### config.mk
export PLATFORM = sky130hd
export DESIGN_NAME = route_time_window_evaluator
export DESIGN_NICKNAME = d
export VERILOG_FILES = /design/src/rtl/core/rtwe_pkg.sv /design/src/rtl/core/route_time_window_evaluator.sv /design/src/rtl/core/rtwe_sqrt.sv /design/src/rtl/core/rtwe_ctrl.sv
export SDC_FILE = /design/constraint.sdc
export NUM_CORES = 2
export LEC_CHECK = 0
export BUFFER_PORTS_ARGS = -buffer_cell sky130_fd_sc_hd__buf_2
export CELL_PAD_IN_SITES_DETAIL_PLACEMENT = 1
export CELL_PAD_IN_SITES_GLOBAL_PLACEMENT = 1
export CORE_ASPECT_RATIO = 1.4
export CORE_MARGIN = 5
export CORE_UTILIZATION = 50
export CTS_BUF_LIST = sky130_fd_sc_hd__clkbuf_16
export CTS_CLUSTER_SIZE = 20
export DETAILED_ROUTE_END_ITERATION = 10
export PLACE_DENSITY = 0.86
export SETUP_SLACK_MARGIN = 0.4
export SYNTH_ARGS = -nofsm -noshare
export SYNTH_HDL_FRONTEND = slang
export SYNTH_HIERARCHICAL = 1
export SYNTH_SLANG_ARGS = --single-unit
### constraint.sdc
create_clock -name i_clk -period 11.3 [get_ports i_clk]
set_clock_uncertainty 0.05 [all_clocks]
set_input_delay 2.26 -clock i_clk [delete_from_list [all_inputs] [get_ports i_clk]]
set_output_delay 2.26 -clock i_clk [all_outputs]
set_load 0.01 [all_outputs]
### src/rtl/core/rtwe_pkg.sv
// Package for the route time-window evaluator.
// Holds widths, register indexes, sequencer state and control structs.
// No dependencies.
`timescale 1ns / 1ps

package rtwe_pkg;

    localparam int COORD_WIDTH_DEF = 16;
    localparam int TIME_WIDTH_DEF  = 32;

    localparam int CFG_W     = 16;
    localparam int CFG_IDX_W = 2;
    localparam int DEMAND_W  = 12;
    localparam int SERVICE_W = 20;
    localparam int LOAD_W    = 20;
    localparam int CAP_W     = 16;
    localparam int COST_W    = 32;

    localparam logic [CFG_IDX_W-1:0] REG_DEPOT_X  = 2'd0;
    localparam logic [CFG_IDX_W-1:0] REG_DEPOT_Y  = 2'd1;
    localparam logic [CFG_IDX_W-1:0] REG_CAPACITY = 2'd2;

    typedef enum logic [3:0] {
        ST_IDLE,
        ST_MUL_X,
        ST_MUL_Y,
        ST_SUM,
        ST_ROOT,
        ST_ARRIVE,
        ST_SERVE,
        ST_RET_DIFF,
        ST_COST
    } t_state;

    // sequencer strobes to the datapath
    typedef struct packed {
        logic in_ready;
        logic accept;
        logic mul_x;
        logic mul_y;
        logic sqrt_start;
        logic arrive;
        logic serve;
        logic ret_diff;
        logic cost_load;
    } t_ctrl;

    // datapath status to the sequencer
    typedef struct packed {
        logic in_valid;
        logic last;
        logic ret;
        logic sqrt_done;
        logic out_busy;
    } t_stat;

endpackage

### src/rtl/core/route_time_window_evaluator.sv
// Route time-window evaluator: capacity, time-window check and route cost.
// Sequence: each customer passes the squarer, the root unit, arrival and
// service before the next request is taken; the last one adds the depot
// return and cost, and its result waits while the output register stalls.
// Throughput: one request at a time; the shared multiplier and the bit-pair
// square root unit set the pace.
// Reset: synchronous active low; state reads zero, route starts at depot.
`timescale 1ns / 1ps

module route_time_window_evaluator #(
    parameter int COORD_WIDTH = rtwe_pkg::COORD_WIDTH_DEF,
    parameter int TIME_WIDTH  = rtwe_pkg::TIME_WIDTH_DEF
) (
    input  logic                                i_clk,
    input  logic                                i_rst_n,
    // configuration
    input  logic                                i_cfg_we,
    input  logic [rtwe_pkg::CFG_IDX_W-1:0]      i_cfg_index,
    input  logic [rtwe_pkg::CFG_W-1:0]          i_cfg_data,
    // customer requests
    input  logic                                i_in_valid,
    output logic                                o_in_stall,
    input  logic [COORD_WIDTH-1:0]              i_customer_x,
    input  logic [COORD_WIDTH-1:0]              i_customer_y,
    input  logic [rtwe_pkg::DEMAND_W-1:0]       i_customer_demand,
    input  logic [TIME_WIDTH-1:0]               i_ready_time,
    input  logic [TIME_WIDTH-1:0]               i_due_time,
    input  logic [rtwe_pkg::SERVICE_W-1:0]      i_service_duration,
    input  logic                                i_route_end,
    // route results
    output logic                                o_out_valid,
    input  logic                                i_out_stall,
    output logic [rtwe_pkg::COST_W-1:0]         o_route_cost,
    output logic                                o_route_feasible
);

    localparam int CW     = COORD_WIDTH;
    localparam int TW     = TIME_WIDTH;
    localparam int ROOT_W = CW + 1;
    localparam int SQ_W   = 2 * CW + 1;
    localparam int MAX_A  = (TW > ROOT_W) ? TW : ROOT_W;
    localparam int MAX_B  = (MAX_A > rtwe_pkg::SERVICE_W) ? MAX_A : rtwe_pkg::SERVICE_W;
    localparam int MAX_C  = (MAX_B > rtwe_pkg::COST_W) ? MAX_B : rtwe_pkg::COST_W;
    localparam int SUM_W  = MAX_C + 1;
    localparam logic [SUM_W-1:0] TMAX    = {{(SUM_W-TW){1'b0}}, {TW{1'b1}}};
    localparam logic [SUM_W-1:0] OUT_MAX =
        {{(SUM_W-rtwe_pkg::COST_W){1'b0}}, {rtwe_pkg::COST_W{1'b1}}};
    localparam logic [rtwe_pkg::LOAD_W:0] LOAD_MAX = {1'b0, {rtwe_pkg::LOAD_W{1'b1}}};

    rtwe_pkg::t_ctrl ctrl;
    rtwe_pkg::t_stat stat;

    // configuration registers
    logic [rtwe_pkg::CFG_W-1:0] r_depot_x;
    logic [rtwe_pkg::CFG_W-1:0] r_depot_y;
    logic [rtwe_pkg::CAP_W-1:0] r_capacity;

    // route state
    logic                        r_open;
    logic [CW-1:0]               r_prev_x;
    logic [CW-1:0]               r_prev_y;
    logic [rtwe_pkg::LOAD_W-1:0] r_load;
    logic [TW-1:0]               r_elapsed;
    logic                        r_failed;
    logic                        r_ret;

    // per-request operands and intermediates
    logic [TW-1:0]                  r_ready;
    logic [TW-1:0]                  r_due;
    logic [rtwe_pkg::SERVICE_W-1:0] r_service;
    logic                           r_last;
    logic [CW-1:0]                  r_dx;
    logic [CW-1:0]                  r_dy;
    logic [2*CW-1:0]                r_sqx;
    logic [2*CW-1:0]                r_sqy;
    logic [TW-1:0]                  r_arrival;

    // output register
    logic                        r_out_valid;
    logic [rtwe_pkg::COST_W-1:0] r_out_cost;
    logic                        r_out_feasible;

    logic [CW-1:0]             depot_cx;
    logic [CW-1:0]             depot_cy;
    logic [CW-1:0]             from_x;
    logic [CW-1:0]             from_y;
    logic [CW-1:0]             to_x;
    logic [CW-1:0]             to_y;
    logic [CW-1:0]             diff_x;
    logic [CW-1:0]             diff_y;
    logic [CW-1:0]             mul_op;
    logic [2*CW-1:0]           product;
    logic [SQ_W-1:0]           radicand;
    logic                      sqrt_busy;
    logic                      sqrt_done;
    logic [ROOT_W-1:0]         root;
    logic [rtwe_pkg::LOAD_W:0] load_sum;
    logic [rtwe_pkg::LOAD_W-1:0] load_sat;
    logic [SUM_W-1:0]          travel_sum;
    logic [TW-1:0]             travel_sat;
    logic [TW-1:0]             begin_time;
    logic [SUM_W-1:0]          serve_sum;
    logic [TW-1:0]             serve_sat;
    logic [SUM_W-1:0]          cost_wide;
    logic [rtwe_pkg::COST_W-1:0] cost_cap;

    rtwe_ctrl u_ctrl (
        .i_clk   (i_clk),
        .i_rst_n (i_rst_n),
        .i_stat  (stat),
        .o_ctrl  (ctrl)
    );

    rtwe_sqrt #(
        .COORD_WIDTH (CW)
    ) u_sqrt (
        .i_clk      (i_clk),
        .i_rst_n    (i_rst_n),
        .i_start    (ctrl.sqrt_start),
        .i_radicand (radicand),
        .o_busy     (sqrt_busy),
        .o_done     (sqrt_done),
        .o_root     (root)
    );

    always_comb begin
        stat.in_valid  = i_in_valid;
        stat.last      = r_last;
        stat.ret       = r_ret;
        stat.sqrt_done = sqrt_done;
        stat.out_busy  = r_out_valid && i_out_stall;
    end

    // depot registers seen at coordinate width
    assign depot_cx = CW'(r_depot_x);
    assign depot_cy = CW'(r_depot_y);

    // one absolute-difference pair, shared by the leg and the depot return
    always_comb begin
        if (ctrl.ret_diff) begin
            from_x = r_prev_x;
            from_y = r_prev_y;
            to_x   = depot_cx;
            to_y   = depot_cy;
        end else begin
            from_x = r_open ? r_prev_x : depot_cx;
            from_y = r_open ? r_prev_y : depot_cy;
            to_x   = i_customer_x;
            to_y   = i_customer_y;
        end
        diff_x = (from_x > to_x) ? (from_x - to_x) : (to_x - from_x);
        diff_y = (from_y > to_y) ? (from_y - to_y) : (to_y - from_y);
    end

    // one shared squarer
    assign mul_op   = ctrl.mul_y ? r_dy : r_dx;
    assign product  = (2*CW)'(mul_op) * (2*CW)'(mul_op);
    assign radicand = SQ_W'(r_sqx) + SQ_W'(r_sqy);

    always_comb begin
        load_sum = {1'b0, r_load} + (rtwe_pkg::LOAD_W+1)'(i_customer_demand);
        load_sat = (load_sum > LOAD_MAX) ? rtwe_pkg::LOAD_W'(LOAD_MAX)
                                         : load_sum[rtwe_pkg::LOAD_W-1:0];

        travel_sum = SUM_W'(r_elapsed) + SUM_W'(root);
        travel_sat = (travel_sum > TMAX) ? TW'(TMAX) : travel_sum[TW-1:0];

        begin_time = (r_ready > r_arrival) ? r_ready : r_arrival;
        serve_sum  = SUM_W'(begin_time) + SUM_W'(r_service);
        serve_sat  = (serve_sum > TMAX) ? TW'(TMAX) : serve_sum[TW-1:0];

        cost_wide = SUM_W'(travel_sat);
        cost_cap  = (cost_wide > OUT_MAX) ? OUT_MAX[rtwe_pkg::COST_W-1:0]
                                          : cost_wide[rtwe_pkg::COST_W-1:0];
    end

    // configuration writes
    always_ff @(posedge i_clk) begin
        if (!i_rst_n) begin
            r_depot_x  <= '0;
            r_depot_y  <= '0;
            r_capacity <= '0;
        end else if (i_cfg_we) begin
            unique case (i_cfg_index)
                rtwe_pkg::REG_DEPOT_X:  r_depot_x  <= i_cfg_data;
                rtwe_pkg::REG_DEPOT_Y:  r_depot_y  <= i_cfg_data;
                rtwe_pkg::REG_CAPACITY: r_capacity <= rtwe_pkg::CAP_W'(i_cfg_data);
                default: ;
            endcase
        end
    end

    // route state
    always_ff @(posedge i_clk) begin
        if (!i_rst_n) begin
            r_open    <= 1'b0;
            r_load    <= '0;
            r_elapsed <= '0;
            r_failed  <= 1'b0;
            r_ret     <= 1'b0;
        end else if (ctrl.cost_load) begin
            // rearm for a new route at the depot
            r_open    <= 1'b0;
            r_load    <= '0;
            r_elapsed <= '0;
            r_failed  <= 1'b0;
            r_ret     <= 1'b0;
        end else begin
            if (ctrl.accept) begin
                r_open <= 1'b1;
                r_load <= load_sat;
                if (rtwe_pkg::LOAD_W'(load_sat) > rtwe_pkg::LOAD_W'(r_capacity)) begin
                    r_failed <= 1'b1;
                end
            end
            if (ctrl.arrive && (travel_sat > r_due)) begin
                r_failed <= 1'b1;
            end
            if (ctrl.serve) begin
                r_elapsed <= serve_sat;
            end
            if (ctrl.ret_diff) begin
                r_ret <= 1'b1;
            end
        end
    end

    // operand and intermediate registers
    always_ff @(posedge i_clk) begin
        if (ctrl.accept) begin
            r_prev_x  <= i_customer_x;
            r_prev_y  <= i_customer_y;
            r_ready   <= i_ready_time;
            r_due     <= i_due_time;
            r_service <= i_service_duration;
            r_last    <= i_route_end;
        end
        if (ctrl.accept || ctrl.ret_diff) begin
            r_dx <= diff_x;
            r_dy <= diff_y;
        end
        if (ctrl.mul_x) r_sqx <= product;
        if (ctrl.mul_y) r_sqy <= product;
        if (ctrl.arrive) r_arrival <= travel_sat;
    end

    // output register
    always_ff @(posedge i_clk) begin
        if (!i_rst_n) begin
            r_out_valid <= 1'b0;
        end else if (ctrl.cost_load) begin
            r_out_valid <= 1'b1;
        end else if (!i_out_stall) begin
            r_out_valid <= 1'b0;
        end
    end

    always_ff @(posedge i_clk) begin
        if (ctrl.cost_load) begin
            r_out_cost     <= r_failed ? '0 : cost_cap;
            r_out_feasible <= !r_failed;
        end
    end

    assign o_in_stall       = !ctrl.in_ready;
    assign o_out_valid      = r_out_valid;
    assign o_route_cost     = r_out_cost;
    assign o_route_feasible = r_out_feasible;

    a_sqrt_start_free: assert property (@(posedge i_clk) disable iff (!i_rst_n)
        ctrl.sqrt_start |-> !sqrt_busy)
        else $error("root started while root unit busy");

    a_result_from_cost: assert property (@(posedge i_clk) disable iff (!i_rst_n)
        $rose(o_out_valid) |-> $past(ctrl.cost_load))
        else $error("result shown without cost step");

    a_cost_on_return: assert property (@(posedge i_clk) disable iff (!i_rst_n)
        ctrl.cost_load |-> (r_ret && !(r_out_valid && i_out_stall)))
        else $error("cost loaded outside depot return or over a held result");

    a_route_opens: assert property (@(posedge i_clk) disable iff (!i_rst_n)
        (i_in_valid && !o_in_stall) |=> (r_open && o_in_stall))
        else $error("accepted request did not open the route");

endmodule

### src/rtl/core/rtwe_sqrt.sv
// Iterative integer square root, one radicand bit pair per cycle.
// Returns floor(sqrt(radicand)); depends on nothing outside this file.
`timescale 1ns / 1ps

module rtwe_sqrt #(
    parameter int COORD_WIDTH = 16
) (
    input  logic                     i_clk,
    input  logic                     i_rst_n,
    input  logic                     i_start,
    input  logic [2*COORD_WIDTH:0]   i_radicand,
    output logic                     o_busy,
    output logic                     o_done,
    output logic [COORD_WIDTH:0]     o_root
);

    localparam int PAIRS  = COORD_WIDTH + 1;
    localparam int RAD_W  = 2 * PAIRS;
    localparam int ROOT_W = COORD_WIDTH + 1;
    localparam int REM_W  = ROOT_W + 2;
    localparam int CNT_W  = $clog2(PAIRS + 1);

    logic [RAD_W-1:0]  r_rad;
    logic [REM_W-1:0]  r_rem;
    logic [ROOT_W-1:0] r_root;
    logic [CNT_W-1:0]  r_cnt;
    logic              r_busy;
    logic              r_done;

    logic [REM_W-1:0]  rem_sh;
    logic [REM_W-1:0]  trial;
    logic              take;

    // bring down the next pair and try root*4+1 against it
    always_comb begin
        rem_sh = {r_rem[REM_W-3:0], r_rad[RAD_W-1 -: 2]};
        trial  = {r_root[REM_W-3:0], 2'b01};
        take   = (rem_sh >= trial);
    end

    always_ff @(posedge i_clk) begin
        if (!i_rst_n) begin
            r_busy <= 1'b0;
            r_done <= 1'b0;
            r_cnt  <= '0;
        end else begin
            r_done <= 1'b0;
            if (i_start) begin
                r_busy <= 1'b1;
                r_cnt  <= CNT_W'(PAIRS);
            end else if (r_busy) begin
                r_cnt <= r_cnt - 1'b1;
                if (r_cnt == CNT_W'(1)) begin
                    r_busy <= 1'b0;
                    r_done <= 1'b1;
                end
            end
        end
    end

    always_ff @(posedge i_clk) begin
        if (i_start) begin
            r_rad  <= RAD_W'(i_radicand);
            r_rem  <= '0;
            r_root <= '0;
        end else if (r_busy) begin
            r_rad  <= {r_rad[RAD_W-3:0], 2'b00};
            r_rem  <= take ? (rem_sh - trial) : rem_sh;
            r_root <= {r_root[ROOT_W-2:0], take};
        end
    end

    assign o_busy = r_busy;
    assign o_done = r_done;
    assign o_root = r_root;

endmodule

### src/rtl/core/rtwe_ctrl.sv
// Sequencer of the route time-window evaluator.
// Steps requests via multiply, root, time and depot cost; uses rtwe_pkg.
`timescale 1ns / 1ps

module rtwe_ctrl (
    input  logic           i_clk,
    input  logic           i_rst_n,
    input  rtwe_pkg::t_stat i_stat,
    output rtwe_pkg::t_ctrl o_ctrl
);

    rtwe_pkg::t_state r_state;
    rtwe_pkg::t_state n_state;

    always_ff @(posedge i_clk) begin
        if (!i_rst_n) begin
            r_state <= rtwe_pkg::ST_IDLE;
        end else begin
            r_state <= n_state;
        end
    end

    always_comb begin
        n_state = r_state;
        unique case (r_state)
            rtwe_pkg::ST_IDLE: begin
                if (i_stat.in_valid) n_state = rtwe_pkg::ST_MUL_X;
            end
            rtwe_pkg::ST_MUL_X:    n_state = rtwe_pkg::ST_MUL_Y;
            rtwe_pkg::ST_MUL_Y:    n_state = rtwe_pkg::ST_SUM;
            rtwe_pkg::ST_SUM:      n_state = rtwe_pkg::ST_ROOT;
            rtwe_pkg::ST_ROOT: begin
                if (i_stat.sqrt_done) begin
                    n_state = i_stat.ret ? rtwe_pkg::ST_COST : rtwe_pkg::ST_ARRIVE;
                end
            end
            rtwe_pkg::ST_ARRIVE:   n_state = rtwe_pkg::ST_SERVE;
            rtwe_pkg::ST_SERVE: begin
                n_state = i_stat.last ? rtwe_pkg::ST_RET_DIFF : rtwe_pkg::ST_IDLE;
            end
            rtwe_pkg::ST_RET_DIFF: n_state = rtwe_pkg::ST_MUL_X;
            rtwe_pkg::ST_COST: begin
                // hold the result until the output register is free
                if (!i_stat.out_busy) n_state = rtwe_pkg::ST_IDLE;
            end
            default:               n_state = rtwe_pkg::ST_IDLE;
        endcase
    end

    always_comb begin
        o_ctrl = '0;
        unique case (r_state)
            rtwe_pkg::ST_IDLE: begin
                o_ctrl.in_ready = 1'b1;
                o_ctrl.accept   = i_stat.in_valid;
            end
            rtwe_pkg::ST_MUL_X:    o_ctrl.mul_x      = 1'b1;
            rtwe_pkg::ST_MUL_Y:    o_ctrl.mul_y      = 1'b1;
            rtwe_pkg::ST_SUM:      o_ctrl.sqrt_start = 1'b1;
            rtwe_pkg::ST_ROOT:     o_ctrl            = '0;
            rtwe_pkg::ST_ARRIVE:   o_ctrl.arrive     = 1'b1;
            rtwe_pkg::ST_SERVE:    o_ctrl.serve      = 1'b1;
            rtwe_pkg::ST_RET_DIFF: o_ctrl.ret_diff   = 1'b1;
            rtwe_pkg::ST_COST:     o_ctrl.cost_load  = !i_stat.out_busy;
            default:               o_ctrl            = '0;
        endcase
    end

endmodule
==> out/metrics.yaml <==
status: "finished clean"
drcViolationCount: 0
hold_class: "reg -> reg"
route.vias.total: 26200
hold_buffers: 0
cts_max_path_buffers: 3
setup_ws_ns: 1.94
worstHoldEndpoint: "r_capacity[1]"
ys_seq_elements: 459
cts_setup_buffers: 0
hold_viol: 0
antenna_found_initial: 5
die_h_um: 319
drv_slew: 0
r2r-start: "u_ctrl/r_state[1]"
grt_start_max_net_pins: 77
start_util: 0.503
hold_depth: 2
fin_crit_sh: 0.829
num-nets-final: 4206
area_delta_synth_final_pct: 10.6
ant_nets: 0
avgSynthCellArea_um2: 10.1
synth_cell_types: 103
crit_fanout: 18
r2r_end: "r_sqx[29]"
yosys_warnings: 6
grt_pass1_vias: 29400
drt_iter0_markers: 1257
design_area_um2: 37700
drt_wl_total_mm: 100
post_route_cells_drive_above_1_share: 0.124
cts_tree: "yes"
slew_headroom: 0.208
htree_levels: 2
io_pins: 187
seq_area_frac_synth: 0.360
syn-cell-area_um2: 34100
cap_viol_max_count: 0
worstMarginPinSlew_ns: 1.19
grt-ovfl-total: 0
numPortBuffers: 186
tns_ns: 0
r2r_cells: 25
cts.reportedPaths.clkPinSlew_ns: 0.07
cts_made_buffers: 50
crit_path_end_kind: "register"
drt_first_pass_iters: 5
crit_arrival_ns: 9.65
wl_per_cell_um: 22.5
post_dp_cell_area_um2: 35900
max_freq_mhz: 107
required_ns: 11.59
synth_ff_type: "edfxtp_1"
dp_slack_ns: 2.10
period_needed_ns: 9.36
crit_type: "reg -> reg"
dp_hpwl_mm: 77.5
clk_latency_ns: 0.63
grt_usage: 0.268
gp_congestion: 0.894
hold_ws_ns: 0.418
grt_pass1_wl_mm: 159
rsz0062_at_grt: "false"
async_flop_share: 0
core_area_um2: 67700
rrSetupSlack_ns: 1.94
viasPerCell: 5.87
dieArea_um2: 73500
cp-start-kind: "register"
synthCells: 3389
cts_resized: 0
die_w_um: 231
setup_viol: 0
synth_nets: 4050
hold_start: "r_capacity[1]"
cts_num_sinks: 459
root_buffer: "clkbuf_16"
fp-row-count: 113
synth_edf_count: 309
-- kinds of logic (layout without fill, tap and decap cells) --
logic type / Yosys count / in the layout / synth area share
other cells: 0 / 6 / 0
buf+inv: 532 / 730 / 0.0608
flops: 459 / 459 / 0.360
xor+xnor: 154 / 154 / 0.0396
mux: 177 / 177 / 0.0541
simple gates: 857 / 857 / 0.118
compound gates: 701 / 701 / 0.142
fa+ha+maj: 509 / 509 / 0.225
-- how the worst max path moves through the flow --
| stage | start | end | cells past startpoint |
|---|---|---|---|
| 6_report | u_ctrl/r_state[1] | r_sqx[29] | 25 |
| 5_1_grt | u_ctrl/r_state[1] | r_sqx[29] | 27 |
| 4_1_cts | u_ctrl/r_state[1] | r_sqx[29] | 25 |
| 3_5_place_dp | u_ctrl/r_state[1] | r_sqx[29] | 27 |
| 3_3_place_gp | u_ctrl/r_state[1] | r_sqx[29] | 25 |
| 2_1_floorplan | u_ctrl/r_state[2] | r_sqx[29] | 29 |
-- per-layer routing --
| layer | global-route usage | part of all wire | vias up |
|---|---|---|---|
| li1 | - | - | 12100 |
| met1 | 0.281 | 0.36 | 13000 |
| met2 | 0.519 | 0.54 | 741 |
| met3 | 0.0310 | 0.038 | 306 |
| met4 | 0.138 | 0.060 | 0 |
| met5 | 0 | 0 | - |
-- flip-flops by register name, summed over array words and instances (netlist names), 5 cells and up --
name	count
r_sqx	31
r_prev_y	16
u_sqrt/o_root	17
r_due	32
u_sqrt/r_cnt	5
u_sqrt/r_rem	17
u_sqrt/r_rad	34
r_elapsed	32
r_arrival	32
r_capacity	16
depot_cy	16
r_ready	32
r_dx	16
r_service	20
r_load	20
o_route_cost	32
depot_cx	16
r_sqy	31
r_dy	16
r_prev_x	16
-- layout by cell type, fill, tap and decap left out, types with 10 or more instances in the layout --
| cell | netlist | layout |
|---|---|---|
| a211oi_1 | 40 | 40 |
| a21boi_0 | 58 | 58 |
| a21o_1 | 88 | 88 |
| a21oi_1 | 170 | 170 |
| a21oi_2 | 11 | 11 |
| a21oi_4 | 13 | 13 |
| a311oi_1 | 10 | 10 |
| a31oi_1 | 23 | 23 |
| and2_1 | 19 | 18 |
| and3_1 | 26 | 26 |
| buf_2 | 16 | 186 |
| buf_4 | 1 | 24 |
| bufinv_16 | 0 | 10 |
| clkbuf_16 | 0 | 51 |
| clkinv_1 | 5 | 12 |
| dfxtp_1 | 150 | 149 |
| edfxtp_1 | 309 | 309 |
| fa_1 | 172 | 172 |
| ha_1 | 337 | 337 |
| inv_1 | 417 | 420 |
| mux2_2 | 56 | 56 |
| mux2i_1 | 121 | 121 |
| nand2_1 | 295 | 294 |
| nand2b_1 | 28 | 28 |
| nand3_1 | 53 | 53 |
| nand3b_1 | 10 | 10 |
| nand4_1 | 42 | 42 |
| nor2_1 | 239 | 234 |
| nor2b_1 | 27 | 26 |
| nor3_1 | 50 | 49 |
| o211ai_1 | 14 | 14 |
| o21a_1 | 30 | 29 |
| o21ai_0 | 121 | 121 |
| o21bai_1 | 17 | 17 |
| o31ai_1 | 10 | 10 |
| or3_1 | 16 | 16 |
| xnor2_1 | 97 | 97 |
| xor2_1 | 57 | 57 |
-- synthesized netlist by cell type (50+ instances only) --
cell / number / share of area
a21boi_0: 58 / 0.013
mux2_2: 56 / 0.019
nor2_1: 239 / 0.026
edfxtp_1: 309 / 0.27
o21ai_0: 121 / 0.018
nand2_1: 295 / 0.032
mux2i_1: 121 / 0.036
dfxtp_1: 150 / 0.088
clkbuf_1: 80 / 0.0088
a21oi_1: 170 / 0.025
nand3_1: 53 / 0.0078
xnor2_1: 97 / 0.025
ha_1: 337 / 0.12
fa_1: 172 / 0.10
xor2_1: 57 / 0.015
a21o_1: 88 / 0.019
nor3_1: 50 / 0.0073
inv_1: 417 / 0.046
-- final cells by class --
cell class                 count  area (um2)
clock inverter                43         538
multi-input combinational   2398       19800
inverter                     426        1600
sequential                   459       12300
fill                        7503       30000
clock buffer                  51        1280
timing repair buffer         210        1110
tap                          862        1080
antenna                        6        15.0
-- critical path, stage by stage, from the launching register on --
cell	delay, ns
dfxtp_1	0.65
nand2b_1	0.26
nor2_4	0.56
mux2i_1	0.84
clkinv_1	0.56
nand2_1	0.24
inv_1	0.08
fa_1	0.50
fa_1	0.44
fa_1	0.51
fa_1	0.49
inv_1	0.05
fa_1	0.53
inv_1	0.06
fa_1	0.47
ha_1	0.39
and3_1	0.24
a221o_1	0.33
a41oi_1	0.31
o21ai_0	0.30
nand3_1	0.22
a21boi_0	0.14
o221ai_1	0.27
a2bb2oi_1	0.26
nor2b_1	0.18
xnor2_1	0.10
-- per-stage QoR --
step / instances / util
2_1_floorplan: 3389 / -
3_3_place_gp: 4355 / 0.529
3_5_place_dp: 4355 / 0.529
4_1_cts: 4449 / 0.556
5_1_grt: 4454 / 0.556
6_report: 4455 / 0.556
Power is left out: the tool's default activity adds up to more than one toggle a clock period on the data nets, which glitch-free logic cannot reach.
